==> config.mk <==
export PLATFORM = sky130hd
export DESIGN_NAME = dual_piezo_hit_detector_core
export DESIGN_NICKNAME = d
export VERILOG_FILES = /design/src/design/dphd_pkg.sv /design/src/design/dual_piezo_hit_detector_core.sv /design/src/design/dphd_front.sv /design/src/design/dphd_queue.sv /design/src/design/dphd_back.sv
export SDC_FILE = /design/constraint.sdc
export NUM_CORES = 1
export LEC_CHECK = 0
export ABC_AREA = 0
export BUFFER_PORTS_ARGS = -buffer_cell sky130_fd_sc_hd__buf_2
export CAP_MARGIN = 20
export CORE_ASPECT_RATIO = 0.5
export CORE_MARGIN = 2
export CORE_UTILIZATION = 64
export CTS_CLUSTER_SIZE = 40
export DETAILED_ROUTE_END_ITERATION = 12
export GPL_TIMING_DRIVEN = 0
export PLACE_DENSITY = 0.92
export SLEW_MARGIN = 20
export SYNTH_ARGS = -nofsm -noshare
export SYNTH_HDL_FRONTEND = slang
export SYNTH_SLANG_ARGS = --single-unit
==> constraint.sdc <==
create_clock -name clk -period 10.9 [get_ports clk]
set_input_delay 0.545 -clock clk [delete_from_list [all_inputs] [get_ports clk]]
set_output_delay 0.545 -clock clk [all_outputs]
set_load 0.05 [all_outputs]
==> src/design/dphd_pkg.sv <==
package dphd_pkg;

  localparam int SAMPLE_W = 10;
  localparam int CFG_W    = 8;
  localparam int VEL_W    = 7;
  localparam int QUIET_W  = 8;

  // register indexes on the configuration port
  localparam logic [1:0] REG_TRIGGER_LEVEL     = 2'd0;
  localparam logic [1:0] REG_FULL_SCALE_TENTHS = 2'd1;
  localparam logic [1:0] REG_MASK_MS           = 2'd2;

  localparam logic [VEL_W-1:0] VEL_MIN = 7'd1;
  localparam logic [VEL_W-1:0] VEL_MAX = 7'd127;

  typedef struct packed {
    logic [CFG_W-1:0] trigger_level;
    logic [CFG_W-1:0] full_scale_tenths;
    logic [CFG_W-1:0] mask_ms;
  } cfg_t;

  // a finished scan waiting for its velocity
  typedef struct packed {
    logic                zone;
    logic [SAMPLE_W-1:0] peak;
  } hit_t;

  typedef enum logic [3:0] {
    B_IDLE  = 4'b0001,
    B_CHECK = 4'b0010,
    B_DIV   = 4'b0100,
    B_OUT   = 4'b1000
  } back_state_t;

endpackage

==> src/design/dual_piezo_hit_detector_core.sv <==
// drum trigger with retrigger mask, head and rim piezo inputs
//
// input channel (in_valid / in_ready): one transaction per adc sample pair,
// head_sample and rim_sample plus ms_tick marking a millisecond boundary
// output channel (out_valid / out_ready): one transaction per detected
// strike, zone (0 head, 1 rim) and velocity in 1..127
// configuration: apb write of trigger_level at 0x0, full_scale_tenths at
// 0x4, mask_ms at 0x8; reads return the register; pready is always high
//
// the front end takes one sample per cycle while the queue has room, and tracks
// the quiet count and the peak scan; a finished scan goes into a two-entry queue
// the back end turns a queued peak into a velocity with a restoring divider
// of one quotient bit per cycle: it pops and decodes a hit, range-checks it
// (a zero span or an out-of-range peak skips the division), then divides,
// with the output held until taken
// in_ready drops only while the queue is full (three strikes pending: one in
// the back end, two queued); reset restores the register defaults, empties
// the queue and clears the quiet count, so strikes right after reset are
// masked
module dual_piezo_hit_detector_core import dphd_pkg::*; #(
  parameter int SCAN_SAMPLES = 5
) (
  input  logic                clk,
  input  logic                rst,
  // sample channel
  input  logic                in_valid,
  output logic                in_ready,
  input  logic [SAMPLE_W-1:0] head_sample,
  input  logic [SAMPLE_W-1:0] rim_sample,
  input  logic                ms_tick,
  // strike channel
  output logic                out_valid,
  input  logic                out_ready,
  output logic                zone,
  output logic [VEL_W-1:0]    velocity,
  // configuration port
  input  logic                psel,
  input  logic                penable,
  input  logic                pwrite,
  input  logic [3:0]          paddr,
  input  logic [31:0]         pwdata,
  output logic [31:0]         prdata,
  output logic                pready
);

  cfg_t       cfg;
  logic       cfg_wr;
  logic [1:0] reg_idx;

  // front/queue/back handshake
  logic take;
  logic push, q_full, q_avail, q_pop;
  hit_t push_data, q_data;

  // register file
  assign pready  = 1'b1;
  assign reg_idx = paddr[3:2];
  assign cfg_wr  = psel && penable && pwrite;

  always_ff @(posedge clk) begin
    if (rst) begin
      cfg.trigger_level     <= 8'd20;
      cfg.full_scale_tenths <= 8'd80;
      cfg.mask_ms           <= 8'd10;
    end else if (cfg_wr) begin
      unique case (reg_idx)
        REG_TRIGGER_LEVEL:     cfg.trigger_level     <= pwdata[CFG_W-1:0];
        REG_FULL_SCALE_TENTHS: cfg.full_scale_tenths <= pwdata[CFG_W-1:0];
        REG_MASK_MS:           cfg.mask_ms           <= pwdata[CFG_W-1:0];
        default:               ;
      endcase
    end
  end

  always_comb begin
    unique case (reg_idx)
      REG_TRIGGER_LEVEL:     prdata = {24'b0, cfg.trigger_level};
      REG_FULL_SCALE_TENTHS: prdata = {24'b0, cfg.full_scale_tenths};
      REG_MASK_MS:           prdata = {24'b0, cfg.mask_ms};
      default:               prdata = '0;
    endcase
  end

  // samples flow while there is room for a finished scan
  assign in_ready = !q_full;
  assign take     = in_valid && in_ready;

  dphd_front #(
    .SCAN_SAMPLES(SCAN_SAMPLES)
  ) u_front (
    .clk        (clk),
    .rst        (rst),
    .cfg        (cfg),
    .take       (take),
    .head_sample(head_sample),
    .rim_sample (rim_sample),
    .ms_tick    (ms_tick),
    .push       (push),
    .push_data  (push_data)
  );

  dphd_queue u_queue (
    .clk      (clk),
    .rst      (rst),
    .push     (push),
    .push_data(push_data),
    .full     (q_full),
    .pop      (q_pop),
    .avail    (q_avail),
    .pop_data (q_data)
  );

  dphd_back u_back (
    .clk      (clk),
    .rst      (rst),
    .cfg      (cfg),
    .hit_avail(q_avail),
    .hit      (q_data),
    .hit_pop  (q_pop),
    .out_valid(out_valid),
    .out_ready(out_ready),
    .zone     (zone),
    .velocity (velocity)
  );

endmodule

==> src/design/dphd_front.sv <==
module dphd_front import dphd_pkg::*; #(
  parameter int SCAN_SAMPLES = 5
) (
  input  logic                clk,
  input  logic                rst,
  input  cfg_t                cfg,
  input  logic                take,
  input  logic [SAMPLE_W-1:0] head_sample,
  input  logic [SAMPLE_W-1:0] rim_sample,
  input  logic                ms_tick,
  output logic                push,
  output hit_t                push_data
);

  localparam int SCAN_W = $clog2(SCAN_SAMPLES + 1);
  localparam logic [SCAN_W-1:0] SCAN_LOAD = SCAN_W'(SCAN_SAMPLES);

  logic                scanning, scanning_next;
  logic [SCAN_W-1:0]   scan_left, scan_left_next;
  logic [SAMPLE_W-1:0] head_peak, head_peak_next;
  logic [SAMPLE_W-1:0] rim_peak, rim_peak_next;
  logic [QUIET_W-1:0]  quiet_ms, quiet_ms_next;
  logic [QUIET_W-1:0]  quiet_ticked;

  always_comb begin
    quiet_ticked = quiet_ms;
    if (ms_tick && quiet_ms != '1) begin
      quiet_ticked = quiet_ms + 1'b1;
    end
    scanning_next  = scanning;
    scan_left_next = scan_left;
    head_peak_next = head_peak;
    rim_peak_next  = rim_peak;
    quiet_ms_next  = quiet_ticked;
    push           = 1'b0;
    if (scanning) begin
      if (head_sample > head_peak) head_peak_next = head_sample;
      if (rim_sample > rim_peak) rim_peak_next = rim_sample;
      scan_left_next = scan_left - 1'b1;
      if (scan_left_next == '0) begin
        push          = take;
        scanning_next = 1'b0;
        quiet_ms_next = '0;
      end
    end else if (head_sample > {2'b00, cfg.trigger_level}) begin
      if (quiet_ticked < cfg.mask_ms) begin
        quiet_ms_next = '0;
      end else begin
        scanning_next  = 1'b1;
        scan_left_next = SCAN_LOAD;
        head_peak_next = '0;
        rim_peak_next  = '0;
      end
    end
    // tie goes to the head
    push_data.zone = (rim_peak_next > head_peak_next);
    push_data.peak = push_data.zone ? rim_peak_next : head_peak_next;
  end

  always_ff @(posedge clk) begin
    if (rst) begin
      scanning  <= 1'b0;
      scan_left <= '0;
      head_peak <= '0;
      rim_peak  <= '0;
      quiet_ms  <= '0;
    end else if (take) begin
      scanning  <= scanning_next;
      scan_left <= scan_left_next;
      head_peak <= head_peak_next;
      rim_peak  <= rim_peak_next;
      quiet_ms  <= quiet_ms_next;
    end
  end

endmodule

==> src/design/dphd_queue.sv <==
module dphd_queue import dphd_pkg::*; (
  input  logic clk,
  input  logic rst,
  input  logic push,
  input  hit_t push_data,
  output logic full,
  input  logic pop,
  output logic avail,
  output hit_t pop_data
);

  hit_t       entry [2];
  logic       wr_ptr, rd_ptr;
  logic [1:0] count;

  assign full     = (count == 2'd2);
  assign avail    = (count != 2'd0);
  assign pop_data = entry[rd_ptr];

  always_ff @(posedge clk) begin
    if (push) entry[wr_ptr] <= push_data;
  end

  always_ff @(posedge clk) begin
    if (rst) begin
      wr_ptr <= 1'b0;
      rd_ptr <= 1'b0;
      count  <= 2'd0;
    end else begin
      if (push) wr_ptr <= ~wr_ptr;
      if (pop) rd_ptr <= ~rd_ptr;
      case ({push, pop})
        2'b10:   count <= count + 2'd1;
        2'b01:   count <= count - 2'd1;
        default: count <= count;
      endcase
    end
  end

endmodule

==> src/design/dphd_back.sv <==
module dphd_back import dphd_pkg::*; (
  input  logic             clk,
  input  logic             rst,
  input  cfg_t             cfg,
  input  logic             hit_avail,
  input  hit_t             hit,
  output logic             hit_pop,
  output logic             out_valid,
  input  logic             out_ready,
  output logic             zone,
  output logic [VEL_W-1:0] velocity
);

  back_state_t state;

  logic [16:0]      num_mag;
  logic [11:0]      span_mag;
  logic             num_neg, span_neg, span_zero;
  logic [18:0]      rem;
  logic [VEL_W-1:0] quot;
  logic [2:0]       bit_idx;

  // decode of the popped hit
  logic signed [10:0] diff;
  logic [9:0]         diff_mag;
  logic [11:0]        fs_x10;
  logic signed [12:0] span;
  logic [18:0]        cap;
  logic [18:0]        trial;
  logic               trial_ok;
  logic [VEL_W-1:0]   quot_next;

  always_comb begin
    diff     = $signed({1'b0, hit.peak}) - $signed({3'b000, cfg.trigger_level});
    diff_mag = diff[10] ? 10'(-diff) : diff[9:0];
    fs_x10   = {1'b0, cfg.full_scale_tenths, 3'b000} + {3'b000, cfg.full_scale_tenths, 1'b0};
    span     = $signed({1'b0, fs_x10}) - $signed({5'b00000, cfg.trigger_level});
    cap      = {span_mag, 7'b0} - {6'b0, span_mag, 1'b0};
    trial    = {7'b0, span_mag} << bit_idx;
    trial_ok = (rem >= trial);
    quot_next = quot;
    quot_next[bit_idx] = trial_ok;
  end

  assign hit_pop   = (state == B_IDLE) && hit_avail;
  assign out_valid = (state == B_OUT);

  always_ff @(posedge clk) begin
    if (rst) begin
      state <= B_IDLE;
    end else begin
      unique case (state)
        B_IDLE: begin
          if (hit_avail) state <= B_CHECK;
        end
        B_CHECK: begin
          if (span_zero || num_mag == '0 || num_neg != span_neg
              || {2'b00, num_mag} >= cap) begin
            state <= B_OUT;
          end else begin
            state <= B_DIV;
          end
        end
        B_DIV: begin
          if (bit_idx == 3'd0) state <= B_OUT;
        end
        B_OUT: begin
          if (out_ready) state <= B_IDLE;
        end
        default: state <= B_IDLE;
      endcase
    end
  end

  always_ff @(posedge clk) begin
    unique case (state)
      B_IDLE: begin
        zone      <= hit.zone;
        num_neg   <= diff[10];
        num_mag   <= {diff_mag, 7'b0} - {6'b0, diff_mag, 1'b0};
        span_neg  <= span[12];
        span_zero <= (span == '0);
        span_mag  <= span[12] ? 12'(-span) : span[11:0];
      end
      B_CHECK: begin
        rem     <= {2'b00, num_mag};
        quot    <= '0;
        bit_idx <= 3'd6;
        if (span_zero) begin
          velocity <= VEL_MAX;
        end else if (num_mag == '0 || num_neg != span_neg) begin
          velocity <= VEL_MIN;
        end else if ({2'b00, num_mag} >= cap) begin
          velocity <= VEL_MAX;
        end
      end
      B_DIV: begin
        if (trial_ok) rem <= rem - trial;
        quot    <= quot_next;
        bit_idx <= bit_idx - 3'd1;
        if (bit_idx == 3'd0) velocity <= quot_next + VEL_MIN;
      end
      B_OUT: begin
        velocity <= velocity;
      end
      default: begin
        velocity <= velocity;
      end
    endcase
  end

endmodule

Word-level counts from Yosys, hierarchy flattened:

Memories as Yosys holds them, arrays and structs flattened. A register that Yosys moved wholly into a read port is not among the register bits.
Cells that the tools add are included.

* $add $sub $neg: 14
* reduce and logical (&&, ||, !) cells: 27
* shift-type cells: 1
* bitwise logic cells: 2
* equal/unequal tests: 17
* magnitude comparators: 9
* mux-type cells: 48

Operators with widths (count)
* 10-bit two-way mux: 10
* 8-bit two-way mux: 5
* 19-bit case mux with 2 select lines: 1
* 10-bit greater-than comparator: 3
* 7-bit two-way mux: 4
* 7-bit case mux with 2 select lines: 2
* 8-bit case mux with 3 select lines: 1
* 17-bit by 19-bit >= comparator with 1-bit output: 1
* 19-bit >= comparator: 1
* 19-bit two-way mux: 1
* 12-bit by 3-bit << shifter with 19-bit output: 1
* 19-bit by 13-bit subtractor with 19-bit output: 1
* 19-bit subtractor: 1
* 17-bit logical NOT: 1
* 17-bit by 11-bit subtractor with 17-bit output: 1
* 4-bit two-way mux: 4
* 4-bit case mux with 4 select lines: 1
* 13-bit logical NOT: 1
* 12-bit by 8-bit subtractor with 13-bit output: 1
* 11-bit by 9-bit adder with 12-bit output: 1
* 12-bit two-way mux: 1
* 12-bit negator: 1
* 1-bit two-way mux: 11
* 10-bit by 8-bit subtractor with 11-bit output: 1
* 34 further kinds: 62

* input bits: 64
* register bits: 133
* memories: 1
* word-level logic and storage cells: 141
* output and inout port bits: 43
* bits in writable memories: 22

Memory list
* u_queue.entry: depth 2, width 11, read ports 1, clocked after memory_dff 1, write ports 1, RTL line dphd_queue.sv:12 `hit_t entry [2];`

Depth between registers and ports, before layout:

* word-level depth: 9
* gate-level depth with buffers: 24
* gate-level depth less buffers: 22

Cells and area by module:

Synthesis repeated with hierarchy kept, for this count alone.

* cells, all modules: 1348
* area, all modules: 12493.2 µm²

Modules (own cells, without submodules)
* dphd_back: times used 1, area an instance 7188.1 µm², cells an instance 784
* dphd_front: times used 1, area an instance 2916.5 µm², cells an instance 353
* dual_piezo_hit_detector_core: times used 1, area an instance 1391.3 µm², cells an instance 155
* dphd_queue: times used 1, area an instance 997.2 µm², cells an instance 56

Worst setup path after synthesis:

OpenSTA, ideal clock, no wires.

* kind: reg-to-reg
* start point: reg u_back.state[0]
* end point: reg u_queue.count[1]
* period minus slack after synthesis: 5.692 ns
* path buffers: 0
* setup time: 0.070 ns
* stages on the path, launching flop included: 7
* setup slack: 5.208 ns
* data arrival time: 5.622 ns
* cells stage by stage: dfxtp_1 > nor4b_1 > o21ai_0 > inv_1 > ha_1 > or3_1 > a21oi_1

* word-level cells in the longest chain between the ends: 4

Ends and longest elaborated chain
* start: declaration: RTL line dphd_back.sv:14 `back_state_t state;`
* start signal: assignment: RTL line dphd_back.sv:50 `state <= B_IDLE;`
* start signal: assignment: RTL line dphd_back.sv:54 `if (hit_avail) state <= B_CHECK;`
* start signal: assignment: RTL line dphd_back.sv:59 `state <= B_OUT;`
* 4-bit by 1-bit equality test with 1-bit output *: RTL line dphd_back.sv:45 `assign hit_pop = (state == B_IDLE) && hit_avail;`
* 1-bit logical AND *: RTL line dphd_back.sv:45
* via q_pop: RTL line dual_piezo_hit_detector_core.sv:52 `logic push, q_full, q_avail, q_pop;`
* 2-bit by 1-bit equality test with 1-bit output / 2-bit equality test (equally long branches): RTL line dphd_queue.sv:32 `case ({push, pop})`
* 2-bit case mux with 2 select lines / 2-bit nonzero test (equally long branches)
* end signal: assignment: RTL line dphd_queue.sv:33 `2'b10: count <= count + 2'd1;`
* end signal: assignment: RTL line dphd_queue.sv:34 `2'b01: count <= count - 2'd1;`
* end signal: assignment: RTL line dphd_queue.sv:35 `default: count <= count;`
* end: declaration: RTL line dphd_queue.sv:14 `logic [1:0] count;`

The timed path passes the listed nets; every way through them passes the cells marked *.
A chain may end at the register's enable or synchronous reset.

==> run_results.csv <==
group,metric,value,unit
logic_synthesis,synth_xor_area_share,6.468,%
logic_synthesis,synth.top_cells.by_area,"edfxtp_1 22%, ha_1 12%, dfxtp_1 10%, mux2i_1 5.7%, xnor2_1 3.8%",
detailed_routing,vias_per_cell,6.194,
logic_synthesis,yosysSeqAreaShare,32.09,%
floorplanning,die_x,201.5,um
clock_network,postCtsSetupBuffers,0,
logic_synthesis,synth_compound_area_share,17.65,%
logic_synthesis,synth-simple-area-share,15.82,%
sta,finalSetupViolations,0,
global_routing,grt_pass1_vias,10640,
detailed_routing,wirelength,32.15,mm
floorplanning,core-area,19280,sq um
detailed_routing,wire_per_inst,18.12,um
logic_synthesis,netlist.area_leader.share,21.66,%
clock_network,clockRootBuffer,"clkbuf_16",
global_routing,antenna_found_initial,0,
sta,hold_viol,0,
worst_setup_path,critical_path.top_delay_family,"compound AO/OA/AOI/OAI gates",
floorplanning,std_cell_rows,36,
global_routing,grt_pass1_wl,51.00,mm
placement,portBuffers,55,
clock_network,cts_tree,"done",
detailed_routing,drt_iter0_drc,936,
worst_setup_path,crit_required,11.12,ns
worst_setup_path,critPathArrivalTime,6.84,ns
sta,post-route-min-period,6.623,ns
status,status,"complete, no violations",
power_and_ir_drop,leakage,5.845,nW
sta,clock-skew-final,0.008758,ns
worst_setup_path,critPathSlowestCell,"buf_1",
detailed_routing,ant_nets,0,
global_routing,grt_max_degree,20,
clock_network,insertion_delay,0.46,ns
sta,drv_slew,0,
cells_and_area,nFillCells,1422,
clock_network,clkTransAtPathRegs,0.06,ns
logic_synthesis,ys_types,81,
sta,tightestPinTransition,1.129,ns
worst_setup_path,path_common_cell,"ha_1",
placement,place_area,13230,sq um
logic_synthesis,synth-adder-area-share,13.62,%
sta,setup_tns,0,ns
worst_setup_path,crit_buf_inv,2,
logic_synthesis,synth_top_area_cell,"edfxtp_1",
clock_network,cts.sinks,155,
logic_synthesis,syn_avg_cell_area,8.970,sq um
sta,min_period_over_period,60.76,%
detailed_routing,vias,10990,
global_routing,grt-ovfl-total,0,
worst_setup_path,r2r_start,"u_front.quiet_ms[0]",
power_and_ir_drop,max-vdd-ir-drop,0.1289,mV
flow_run,max_cap_viol_count,0,
worst_setup_path,crit_path_end_kind,"flop",
logic_synthesis,synth_edf_count,90,
worst_setup_path,critPathKind,"flop to flop",
clock_network,cts_hold_buf,0,
logic_synthesis,ys.flop_type,"edfxtp_1",
floorplanning,die_h,102.7,um
logic_synthesis,synth_top_family_by_area,"compound AO/OA/AOI/OAI gates",
cells_and_area,syn2layout_area_growth,11.07,%
worst_setup_path,start_kind,"flop",
logic_synthesis,syn_inst,1391,
global_routing,grt_usage,30.94,%
logic_synthesis,synth_area,12480,sq um
clock_network,post_cts_resize_count,0,
worst_setup_path,max_stage_delay,0.57,ns
detailed_routing,drcViolationCount,0,
sta,rsz0062_at_grt,"false",
clock_network,h-tree-depth,4,
cells_and_area,stdcell_area,13860,sq um
clock_network,clock_path_buffers,2,
worst_setup_path,cp_cell_sequence,"ha_1 -> and2_1 -> a41oi_2 -> nand2_1 -> xnor2_1 -> ha_1 -> a21o_1 -> a2111oi_0 -> mux2i_1 -> a221o_1 -> o21ai_1 -> and2_1 -> clkbuf_1 -> a22oi_1 -> ha_1 -> and3_1 -> a221o_1 -> nand2_1 -> o2bb2ai_1 -> buf_1 -> mux2i_1 -> o22ai_1",
logic_synthesis,synth.ff_latch_count,155,
floorplanning,ios,107,
min_path,hold_start,"rim_sample[7]",
detailed_routing,drt_pass1_iterations,5,
logic_synthesis,yosys_warnings,0,
logic_synthesis,yosys-mux-area-fraction,8.223,%
clock_network,cts_buffers,17,
cells_and_area,n_antenna_cell,0,
worst_setup_path,crit_fanout,10,
power_and_ir_drop,power_density,114.4,nW/um^2
sta,maxSlewHeadroom,22.75,%
logic_synthesis,async_flop_share,0,%
sta,max_freq,151.0,MHz
placement,dp_hpwl,24.45,mm
cells_and_area,fin_nets,1690,
placement,gp_congestion,0.9404,
floorplanning,dieArea,20700,sq um
worst_setup_path,crit_path_start,"u_front.quiet_ms[0]",
min_path,hold_class,"primary input to flop",
floorplanning,start_util,64.72,%
cells_and_area,drive_above_1_share,11.67,%
-- final cells by class --
class	count	area [sq um]	share of cell area (%)
buffer	68	355.3	2.564
clock buffer	25	560.5	4.045
clock inverter	7	61.31	0.4424
inverter	107	401.6	2.898
multi-input combinational	1084	7830	56.50
sequential	155	4004	28.89
tap	266	332.8	2.402
timing repair buffer	62	312.8	2.257
-- routing by layer --
layer,vias up,track usage (%),share of wire [%]
met5,-,0,0
met4,0,16.80,4.0
met3,116,6.353,7.5
met2,495,55.12,48
met1,5176,36.03,40
li1,5202,-,-
-- cell usage in the layout (no fill, tap or decap), drive strengths merged, types with 23 or more instances in the layout --
cell type,instances
inv,112
dfxtp,65
clkbuf,56
nor2,112
xor2,32
mux2,28
nand3,38
conb,25
edfxtp,90
o21ai,90
mux2i,71
a21o,23
ha,123
buf,99
xnor2,55
nor3,36
a21oi,80
nand2,102
-- path summary, 6_finish.rpt --
check	to	slack (ns)	depth (start not counted)
worst min register to register	u_front.quiet_ms[4]	0.48	2
worst max-delay path	u_queue.entry[0][4]	4.28	22
worst min-delay path	u_front.rim_peak[7]	0.33	2
worst max register to register	u_queue.entry[0][4]	4.28	22
-- power breakdown --
| part | internal (mW) | switching [mW] | total, mW | leakage [nW] |
|---|---|---|---|---|
| logic | 0.125 | 0.182 | 0.307 | 4.17 |
| registers | 0.631 | 0.0190 | 0.650 | 1.37 |
| clock network | 0.363 | 0.266 | 0.629 | 0.308 |
-- Yosys cell counts (7+ instances only) --
master / instances
a21o_1: 23
a22o_1: 11
o21ai_1: 17
a211oi_1: 13
nor4_1: 9
edfxtp_1: 90
a22oi_1: 14
nand4_1: 9
nor2_1: 112
nand2_1: 102
nand3_1: 38
and2_1: 15
xor2_1: 30
dfxtp_1: 65
nor2b_1: 18
inv_1: 106
o21a_1: 9
and3_1: 9
o22ai_1: 10
xnor2_1: 54
o31ai_1: 7
mux2_2: 28
fa_1: 8
nand3b_1: 7
a31oi_1: 10
clkbuf_1: 31
buf_1: 9
o21ai_0: 73
nand2b_1: 14
ha_1: 123
or3_1: 8
mux2i_1: 71
buf_4: 26
a21oi_1: 78
o21bai_1: 7
a211o_1: 9
nor3_1: 36
-- logic make-up (layout without fill, tap and decap cells) --
family                   after synthesis  in the layout
AND/OR/NAND/NOR                      405            405
AO/OA/AOI/OAI                        336            336
buffers and inverters                175            269
flip-flops                           155            155
adder cells (fa/ha/maj)              131            131
multiplexers                          99             99
XOR/XNOR                              88             88
other                                  2             25
-- worst reg2reg max path, stage by stage (launching register included) --
cell and delay [ns]:
dfxtp_1 0.38, ha_1 0.27, and2_1 0.19, a41oi_2 0.48
nand2_1 0.14, xnor2_1 0.25, ha_1 0.30, a21o_1 0.21
a2111oi_0 0.50, mux2i_1 0.17, a221o_1 0.37, o21ai_1 0.16
and2_1 0.24, clkbuf_1 0.36, a22oi_1 0.16, ha_1 0.32
and3_1 0.20, a221o_1 0.35, nand2_1 0.07, o2bb2ai_1 0.17
buf_1 0.57, mux2i_1 0.16, o22ai_1 0.36
-- metrics by stage --
step / instances / power, mW / utilization, % / setup slack [ns] / hold WS (ns)
after floorplan: 1414 / 0.8876 / - / 5.208 / 0.4492
after global placement: 1735 / 0.9446 / 68.32 / 3.285 / 0.4592
after detailed placement: 1742 / 0.9598 / 68.63 / 4.441 / 0.4768
after CTS: 1774 / 1.577 / 71.86 / 4.375 / 0.3333
after global routing: 1774 / 1.638 / 71.88 / 3.857 / 0.3371
final: 1774 / 1.585 / 71.88 / 4.277 / 0.3320
-- registers in the layout, indices dropped and copies added (netlist names), 4 cells and up, named ones only --
register and cells:
u_back.state 4, u_front.rim_peak 10, u_queue.entry 22, u_back.span_mag 12, u_front.head_peak 10, cfg 24
u_back.num_mag 16, u_back.velocity 7, u_back.rem 19, u_back.quot 7, u_front.quiet_ms 8
Power figures use the tool's default switching activity.
